$ cat src/design/bru_pkg.sv
// Package for the row upscaler: sizes, status and register codes, and the
// structs passed between the control logic, the line buffer and the top level.
// No dependencies.
`default_nettype none

package bru_pkg;

   // Buffer and factor limits
   localparam int MAX_WIDTH = 4096;
   localparam int MAX_SCALE = 100;

   // Field widths
   localparam int PIXEL_W  = 24;
   localparam int FACTOR_W = 7;
   localparam int WIDTH_W  = 13;
   localparam int COL_W    = $clog2(MAX_WIDTH);
   localparam int WCOL_W   = $clog2(MAX_WIDTH + 1);

   // Configuration port
   localparam int CSR_INDEX_W = 4;
   localparam int CSR_DATA_W  = 16;

   localparam logic [CSR_INDEX_W-1:0] REG_SCALE_FACTOR = CSR_INDEX_W'(0);
   localparam logic [CSR_INDEX_W-1:0] REG_ROW_WIDTH    = CSR_INDEX_W'(1);

   // Operation codes
   localparam logic OP_WRITE = 1'b0;
   localparam logic OP_READ  = 1'b1;

   // Element kinds
   localparam logic KIND_PIXEL = 1'b0;
   localparam logic KIND_PAD   = 1'b1;

   typedef enum logic [1:0] {
      STATUS_ELEMENT   = 2'd0,
      STATUS_WRITTEN   = 2'd1,
      STATUS_NOT_READY = 2'd2,
      STATUS_BUSY      = 2'd3
   } bru_status_type;

   typedef struct packed {
      logic               operation;
      logic [PIXEL_W-1:0] pixel_in;
   } bru_req_type;

   typedef struct packed {
      bru_status_type     status;
      logic               element_kind;
      logic [PIXEL_W-1:0] pixel_out;
      logic               row_end;
      logic               source_row_done;
   } bru_rsp_type;

   // Result fields decided at accept time; pixel data follows from the buffer
   typedef struct packed {
      bru_rsp_type rsp;
      logic        pixel_sel;
   } bru_meta_type;

   // Line buffer access for one transaction
   typedef struct packed {
      logic               wr_en;
      logic [COL_W-1:0]   wr_addr;
      logic [PIXEL_W-1:0] wr_data;
      logic               rd_en;
      logic [COL_W-1:0]   rd_addr;
   } bru_ram_cmd_type;

endpackage

`default_nettype wire

$ cat src/design/bru_ctrl.sv
// Row and repeat counters of the upscaler: decides each transaction's result
// and line buffer access. Depends on bru_pkg.
`default_nettype none

module bru_ctrl (
   input  wire logic                           clock,
   input  wire logic                           reset,
   input  wire logic                           accept,
   input  wire bru_pkg::bru_req_type           req,
   input  wire logic [bru_pkg::FACTOR_W-1:0]   scale_factor,
   input  wire logic [bru_pkg::WIDTH_W-1:0]    row_width,
   output bru_pkg::bru_meta_type               meta,
   output bru_pkg::bru_ram_cmd_type            ram_cmd
);

   import bru_pkg::*;

   logic [WCOL_W-1:0]   write_column_ff, write_column_in;
   logic                row_pending_ff, row_pending_in;
   logic [COL_W-1:0]    read_column_ff, read_column_in;
   logic [FACTOR_W-1:0] horizontal_repeat_ff, horizontal_repeat_in;
   logic [FACTOR_W-1:0] vertical_repeat_ff, vertical_repeat_in;
   logic [1:0]          pad_count_ff, pad_count_in;
   logic                in_padding_ff, in_padding_in;

   logic [FACTOR_W-1:0] factor;
   logic [WIDTH_W-1:0]  width;
   logic [1:0]          pads;
   logic [WCOL_W-1:0]   wcol_next;
   logic [WCOL_W-1:0]   rcol_next;
   logic [FACTOR_W:0]   h_next;
   logic [FACTOR_W:0]   v_next;
   logic [1:0]          pc_next;
   logic                rend;

   // Clamp the configuration to its legal range
   always_comb begin
      if (scale_factor == '0) begin
         factor = FACTOR_W'(1);
      end else if (scale_factor > FACTOR_W'(MAX_SCALE)) begin
         factor = FACTOR_W'(MAX_SCALE);
      end else begin
         factor = scale_factor;
      end
      if (row_width == '0) begin
         width = WIDTH_W'(1);
      end else if (row_width > WIDTH_W'(MAX_WIDTH)) begin
         width = WIDTH_W'(MAX_WIDTH);
      end else begin
         width = row_width;
      end
      pads = 2'(width[1:0] * factor[1:0]);
   end

   // Next state and result for the transaction at the input
   always_comb begin
      write_column_in      = write_column_ff;
      row_pending_in       = row_pending_ff;
      read_column_in       = read_column_ff;
      horizontal_repeat_in = horizontal_repeat_ff;
      vertical_repeat_in   = vertical_repeat_ff;
      pad_count_in         = pad_count_ff;
      in_padding_in        = in_padding_ff;

      meta    = '0;
      ram_cmd = '0;
      rend    = 1'b0;

      wcol_next = write_column_ff + WCOL_W'(1);
      rcol_next = WCOL_W'(read_column_ff) + WCOL_W'(1);
      h_next    = {1'b0, horizontal_repeat_ff} + (FACTOR_W+1)'(1);
      v_next    = {1'b0, vertical_repeat_ff} + (FACTOR_W+1)'(1);
      pc_next   = pad_count_ff + 2'd1;

      ram_cmd.wr_addr = write_column_ff[COL_W-1:0];
      ram_cmd.wr_data = req.pixel_in;
      ram_cmd.rd_addr = read_column_ff;

      if (req.operation == OP_WRITE) begin
         if (row_pending_ff) begin
            meta.rsp.status = STATUS_BUSY;
         end else begin
            meta.rsp.status = STATUS_WRITTEN;
            ram_cmd.wr_en   = (write_column_ff < WCOL_W'(MAX_WIDTH));
            write_column_in = wcol_next;
            // Row complete: start the replay
            if (wcol_next >= WCOL_W'(width)) begin
               write_column_in      = '0;
               row_pending_in       = 1'b1;
               read_column_in       = '0;
               horizontal_repeat_in = '0;
               vertical_repeat_in   = '0;
               pad_count_in         = '0;
               in_padding_in        = 1'b0;
            end
         end
      end else if (!row_pending_ff) begin
         meta.rsp.status = STATUS_NOT_READY;
      end else begin
         meta.rsp.status = STATUS_ELEMENT;
         if (in_padding_ff) begin
            // Emit one zero pad byte
            meta.rsp.element_kind = KIND_PAD;
            pad_count_in = pc_next;
            if (pc_next == 2'd0 || pc_next >= pads) begin
               pad_count_in  = '0;
               in_padding_in = 1'b0;
               rend          = 1'b1;
            end
         end else begin
            // Emit the current pixel, advance after factor repeats
            meta.rsp.element_kind = KIND_PIXEL;
            meta.pixel_sel        = 1'b1;
            ram_cmd.rd_en         = 1'b1;
            horizontal_repeat_in  = h_next[FACTOR_W-1:0];
            if (h_next >= {1'b0, factor}) begin
               horizontal_repeat_in = '0;
               read_column_in       = rcol_next[COL_W-1:0];
               if (rcol_next >= WCOL_W'(width)) begin
                  read_column_in = '0;
                  if (pads != 2'd0) begin
                     in_padding_in = 1'b1;
                     pad_count_in  = '0;
                  end else begin
                     rend = 1'b1;
                  end
               end
            end
         end
         // Count output rows; drop the source row after the last one
         if (rend) begin
            vertical_repeat_in = v_next[FACTOR_W-1:0];
            if (v_next >= {1'b0, factor}) begin
               vertical_repeat_in       = '0;
               row_pending_in           = 1'b0;
               meta.rsp.source_row_done = 1'b1;
            end
         end
      end
      meta.rsp.row_end = rend;
   end

   // State registers
   always_ff @(posedge clock) begin
      if (reset) begin
         write_column_ff      <= '0;
         row_pending_ff       <= 1'b0;
         read_column_ff       <= '0;
         horizontal_repeat_ff <= '0;
         vertical_repeat_ff   <= '0;
         pad_count_ff         <= '0;
         in_padding_ff        <= 1'b0;
      end else if (accept) begin
         write_column_ff      <= write_column_in;
         row_pending_ff       <= row_pending_in;
         read_column_ff       <= read_column_in;
         horizontal_repeat_ff <= horizontal_repeat_in;
         vertical_repeat_ff   <= vertical_repeat_in;
         pad_count_ff         <= pad_count_in;
         in_padding_ff        <= in_padding_in;
      end
   end

`ifndef SYNTHESIS
   // A finished source row always ends an output row
   a_done_ends_row: assert property (@(posedge clock) disable iff (reset)
      accept && meta.rsp.source_row_done |-> meta.rsp.row_end)
      else $error("source row done without row end");

   // Finishing the last output row frees the buffer for writes
   a_done_frees: assert property (@(posedge clock) disable iff (reset)
      accept && meta.rsp.source_row_done |=> !row_pending_ff)
      else $error("row still pending after source row done");

   // Padding is only entered while a row is being replayed
   a_pad_pending: assert property (@(posedge clock) disable iff (reset)
      in_padding_ff |-> row_pending_ff)
      else $error("padding without a pending row");

   // Write pointer never runs past the buffer
   a_wcol_range: assert property (@(posedge clock) disable iff (reset)
      write_column_ff < WCOL_W'(MAX_WIDTH))
      else $error("write column out of range");
`endif

endmodule

`default_nettype wire

$ cat config.mk
export PLATFORM = sky130hd
export DESIGN_NAME = bru_ctrl
export DESIGN_NICKNAME = d
export VERILOG_FILES = /design/src/design/bru_pkg.sv /design/src/design/bru_ctrl.sv
export SDC_FILE = /design/constraint.sdc
export NUM_CORES = 1
export LEC_CHECK = 0
export ABC_AREA = 1
export BUFFER_PORTS_ARGS = -buffer_cell sky130_fd_sc_hd__clkbuf_2
export CORE_ASPECT_RATIO = 1.5
export CORE_MARGIN = 2
export CORE_UTILIZATION = 50
export DETAILED_ROUTE_END_ITERATION = 10
export GPL_ROUTABILITY_DRIVEN = 0
export GPL_TIMING_DRIVEN = 0
export HOLD_SLACK_MARGIN = 0.02
export PLACE_DENSITY = 0.78
export SLEW_MARGIN = 20
export SYNTH_ARGS = -nofsm -noshare
export SYNTH_HDL_FRONTEND = slang
export SYNTH_SLANG_ARGS = --single-unit
$ cat constraint.sdc
create_clock -name clock -period 6.74 [get_ports clock]
set_input_delay 0.337 -clock clock [delete_from_list [all_inputs] [get_ports clock]]
set_output_delay 0.337 -clock clock [all_outputs]
set_load 0.02 [all_outputs]
Word-level counts from Yosys, hierarchy flattened
Cells that the tools add are included.
W data, S select, Z words.
{"block": "classes", "addsub": 5, "n_mul": 1, "div": 0, "n_lt_le_gt_ge": 8, "n_eq_ne": 8, "n_shift": 0, "muxes": 70, "bitwise": 2, "reduce_logical": 12}
{"op": "$mux W12", "n": 7}
{"op": "$mux W7", "n": 12}
{"op": "$mux W13", "n": 3}
{"op": "$mux W1", "n": 34}
{"op": "$mux W2", "n": 14}
{"op": "$ge A13 B13 Y1", "n": 2}
{"op": "$add A7 B1 Y8 const B", "n": 2}
{"op": "$ge A8 B7 Y1", "n": 2}
{"op": "$add A12 B1 Y13 const B", "n": 1}
{"op": "$add A13 B1 Y13 const B", "n": 1}
{"op": "$gt A13 B13 Y1 const B", "n": 1}
{"op": "$logic_not A13 Y1", "n": 1}
{"op": "$lt A13 B13 Y1 const B", "n": 1}
{"op": "$reduce_and A5 Y1", "n": 2}
{"op": "$ne A3 B1 Y1 const B", "n": 3}
{"op": "$gt A7 B7 Y1 const B", "n": 1}
{"op": "$logic_not A7 Y1", "n": 1}
{"op": "$reduce_and A7 Y1", "n": 1}
{"op": "$ne A2 B1 Y1 const B", "n": 3}
{"op": "$reduce_and A6 Y1", "n": 1}
{"op": "$ne A2 B2 Y1 const B", "n": 2}
{"op": "$reduce_and A4 Y1", "n": 1}
{"op": "$reduce_bool A2 Y1", "n": 2}
{"op": "$reduce_and A3 Y1", "n": 1}
{"op": "other kinds (6)", "n": 7}
{"block": "word_totals", "register_bits": 43, "latch_bits": 0, "mem_bits_rw": 0, "mem_bits_ro": 0, "input_bits": 48, "output_inout_bits": 80, "n_memories": 0}

Longest topological paths before layout
{"block": "logic_depth", "depth_word": 14, "mapped_depth": 22, "depth_no_buf": 21}

Worst setup path before layout
OpenSTA, ideal clock, no wires.
{"block": "synth_timing", "path_type": "register to output", "start": "reg read_column_ff[0]", "end": "out meta[1] in the netlist's numbering", "arrival_time_ns": 2.942, "required_ns": 6.403, "path_slack_ns": 3.461, "stages_incl_launch_ff": 17, "path_buffers": 0, "path_cell_list": "dfxtp_1 ha_1 nand2_1 nor2_1 nand3_1 nor4_1 nand2_1 xnor2_1 ha_1 a21oi_1 o21ai_0 a21oi_1 nand3_1 nand4_1 nand2_1 nand2_1 nor3_1"}
{"item": "from (decl)", "line": "bru_ctrl.sv:20", "rtl": "logic [COL_W-1:0] read_column_ff, read_column_in;"}
{"item": "from (signal assigned)", "line": "bru_ctrl.sv:156", "rtl": "read_column_ff <= read_column_in;"}
{"item": "to (decl)", "line": "bru_ctrl.sv:12", "rtl": "output bru_pkg::bru_meta_type meta,"}

==> flow_metrics.tcl <==
set metrics [dict create \
    relSlewSlack 0.653 \
    antenna_found_initial 0 \
    hp-class "in2reg" \
    r2r-end "read_column_ff[9]" \
    power_frac_comb 0.234 \
    cts_buffers 5 \
    wl_mm 10.3 \
    post-cts-setup-buffers 0 \
    fin_worst_skew_ns 0.00476 \
    fin_crit_sh 0.596 \
    rsz0062_at_grt "false" \
    h-tree-depth 2 \
    antennaDiodeCount 0 \
    detail-route-antenna-nets 0 \
    dr.first_iter.drc_count 171 \
    core_um2 8310 \
    fp.dieArea_um2 9240 \
    swShare 0.304 \
    synth_most_common_cell "nand2_1" \
    clock_path_buffers 2 \
    final_max_slew_viol_count 0 \
    power.density_nw_per_um2 129 \
    power.leakage_uw 0.00270 \
    syn_area_per_cell_um2 6.51 \
    synthTopCellsByArea "dfxtp_1 20%, ha_1 15%, nand2_1 14%" \
    crit_required_ns 6.40 \
    ir_drop_uv 102 \
    dpl.hpwl_mm 8.40 \
    cts.sinks 43 \
    setup_viol 0 \
    die_x_um 79.2 \
    dieHeight_um 117 \
    fmax_ghz 0.249 \
    insertion_delay_ns 0.29 \
    cts_resized 0 \
    via_per_inst 5.05 \
    synth_top_area_frac 0.203 \
    arrival_ns 3.68 \
    cts_root_buffer "clkbuf_16" \
    worst_r2r_startpoint "write_column_ff[0]" \
    synthTopCellsByCount "157 x nand2_1, 85 x nor2_1, 71 x inv_1" \
    synthArstFlopShare 0 \
    maxCapViolations 0 \
    p_sw_uw 196 \
    rows 41 \
    clk_pin_slew_ns 0.06 \
    ff2ff_setup_slack_ns 2.74 \
    hp-start "accept" \
    power.share.clock 0.362 \
    fill_cells 797 \
    grt_pass1_wl_mm 16.6 \
    grt_util_all_layers 0.222 \
    synth_seq_cells 43 \
    synth_edf_count 0 \
    cp_max_fo 5 \
    min_period_ns 4.01 \
    hold_path_end "write_column_ff[0]" \
    drive_above_1_share 0.211 \
    worstMarginPinSlew_ns 0.507 \
    hold_depth 2 \
    drc_errors 0 \
    grt_max_degree 12 \
    worstSetupPathType "reg2out" \
    cts_tree "done" \
    grt_pass1_vias 3843 \
    ff2ff_path_depth 21 \
    seqPwrFrac 0.404 \
    nNetsFinal 858 \
    first_pass_iters 4 \
    ys_seq_area_frac 0.203 \
    fin_tns_setup_ns 0 \
    start_util 0.510 \
    pre_cts_slack_ns 2.77 \
    area_growth_pct 17.6 \
    outcome "completed" \
    synthDistinctLibCells 38 \
    ctsHoldBuffers 0 \
    overflow 0 \
    fin_ws_ns 2.73 \
    vias 4372 \
    synth_top_area_cell "dfxtp_1" \
    wl_per_cell_um 11.9 \
    p_int_uw 449 \
    ioPinCount 128 \
    syn-instance-count 651 \
    yosysWarnings 0 \
    synth_flop_cell "dfxtp_1" \
    endpoint_kind "primary output" \
    numPortBuffers 79 \
    hold_viol_final 0 \
    start_kind "flop" \
    syn_area_um2 4240 \
]
==> metal layers <==
layer / wire length (um) / part of all wire / global-route usage
met1: 3940 / 0.38 / 0.225
met3: 604 / 0.059 / 0.0425
met4: 312 / 0.030 / 0.101
met2: 5460 / 0.53 / 0.432
met5: 0 / 0 / 0
==> per-stage QoR <==
stage          total power, uW  instance area (um2)  cells  hold slack, ns  utilization
2_1_floorplan              376                 4320    674           0.443            -
3_3_place_gp               410                 4850    860           0.454        0.584
3_5_place_dp               414                 4850    860           0.470        0.584
4_1_cts                    647                 4980    866           0.320        0.599
5_1_grt                    675                 4980    866           0.334        0.599
6_report                   645                 4980    866           0.317        0.599
==> cell families (layout without fill, tap and decap cells) <==
group | Yosys count | in the layout | synth area share
compound gates | 71 | 71 | 0.0924
xor+xnor | 26 | 26 | 0.0538
fa+ha+maj | 50 | 50 | 0.148
buf+inv | 146 | 231 | 0.188
flops | 43 | 43 | 0.203
other cells | 1 | 24 | 0.000885
simple gates | 314 | 314 | 0.314
==> area by class of cell <==
type	instances	area, um2	share of cell area
Multi-Input combinational cell	485	2660	0.535
Sequential cell	43	861	0.173
Buffer	74	528	0.106
Timing Repair Buffer	79	395	0.0794
Inverter	72	270	0.0543
Tap cell	107	134	0.0269
Clock buffer	6	129	0.0259
==> worst max-delay path, stage by stage, from the launching register on <==
cell      delay, ns
dfxtp_1        0.42
ha_1           0.22
nand2_1        0.06
nor2_1         0.17
nand3_1        0.16
nor4_1         0.40
nand2_1        0.13
xnor2_1        0.18
ha_1           0.33
a21oi_1        0.07
o21ai_0        0.17
a21oi_1        0.07
nand3_1        0.18
nand4_1        0.12
nand2_1        0.08
nand2_1        0.12
nor3_1         0.27
clkbuf_2       0.23
==> state kept, by name (all words and copies together), names as in the netlist <==
name,count
in_padding_ff,1
horizontal_repeat_ff,7
read_column_ff,12
row_pending_ff,1
vertical_repeat_ff,7
write_column_ff,13
pad_count_ff,2
==> cells in the final DEF, fill, tap and decap left out, drive strengths merged, types with 2 or more instances in the layout <==
cell / n
xor2: 21
nor3: 12
conb: 24
nand3: 32
or2: 3
o211ai: 2
nand4: 13
xnor2: 5
ha: 50
nand3b: 2
dfxtp: 43
nor3b: 2
buf: 66
nor4: 2
o21ai: 15
nor2: 86
clkbuf: 93
a21oi: 47
nand2: 160
inv: 71
==> power by group through the flow <==
stage               combinational (uW)  sequential [uW]  clock, uW
floorplan                          110              267          0
global placement                   143              266          0
detailed placement                 148              266          0
CTS                                150              261        237
global route                       167              261        247
finish                             151              261        233
==> worst max-delay path by stage <==
stage	to	slack [ns]	from	cells past startpoint
finish	meta[1]	2.73	read_column_ff[0]	17
global placement	read_column_ff[3]	2.87	write_column_ff[0]	21
floorplan	meta[1]	3.46	read_column_ff[0]	16
global route	horizontal_repeat_ff[5]	2.32	write_column_ff[0]	19
detailed placement	read_column_ff[9]	2.77	write_column_ff[0]	21
CTS	read_column_ff[9]	2.73	write_column_ff[0]	21
Note: power is estimated with default switching activity, not from simulation.
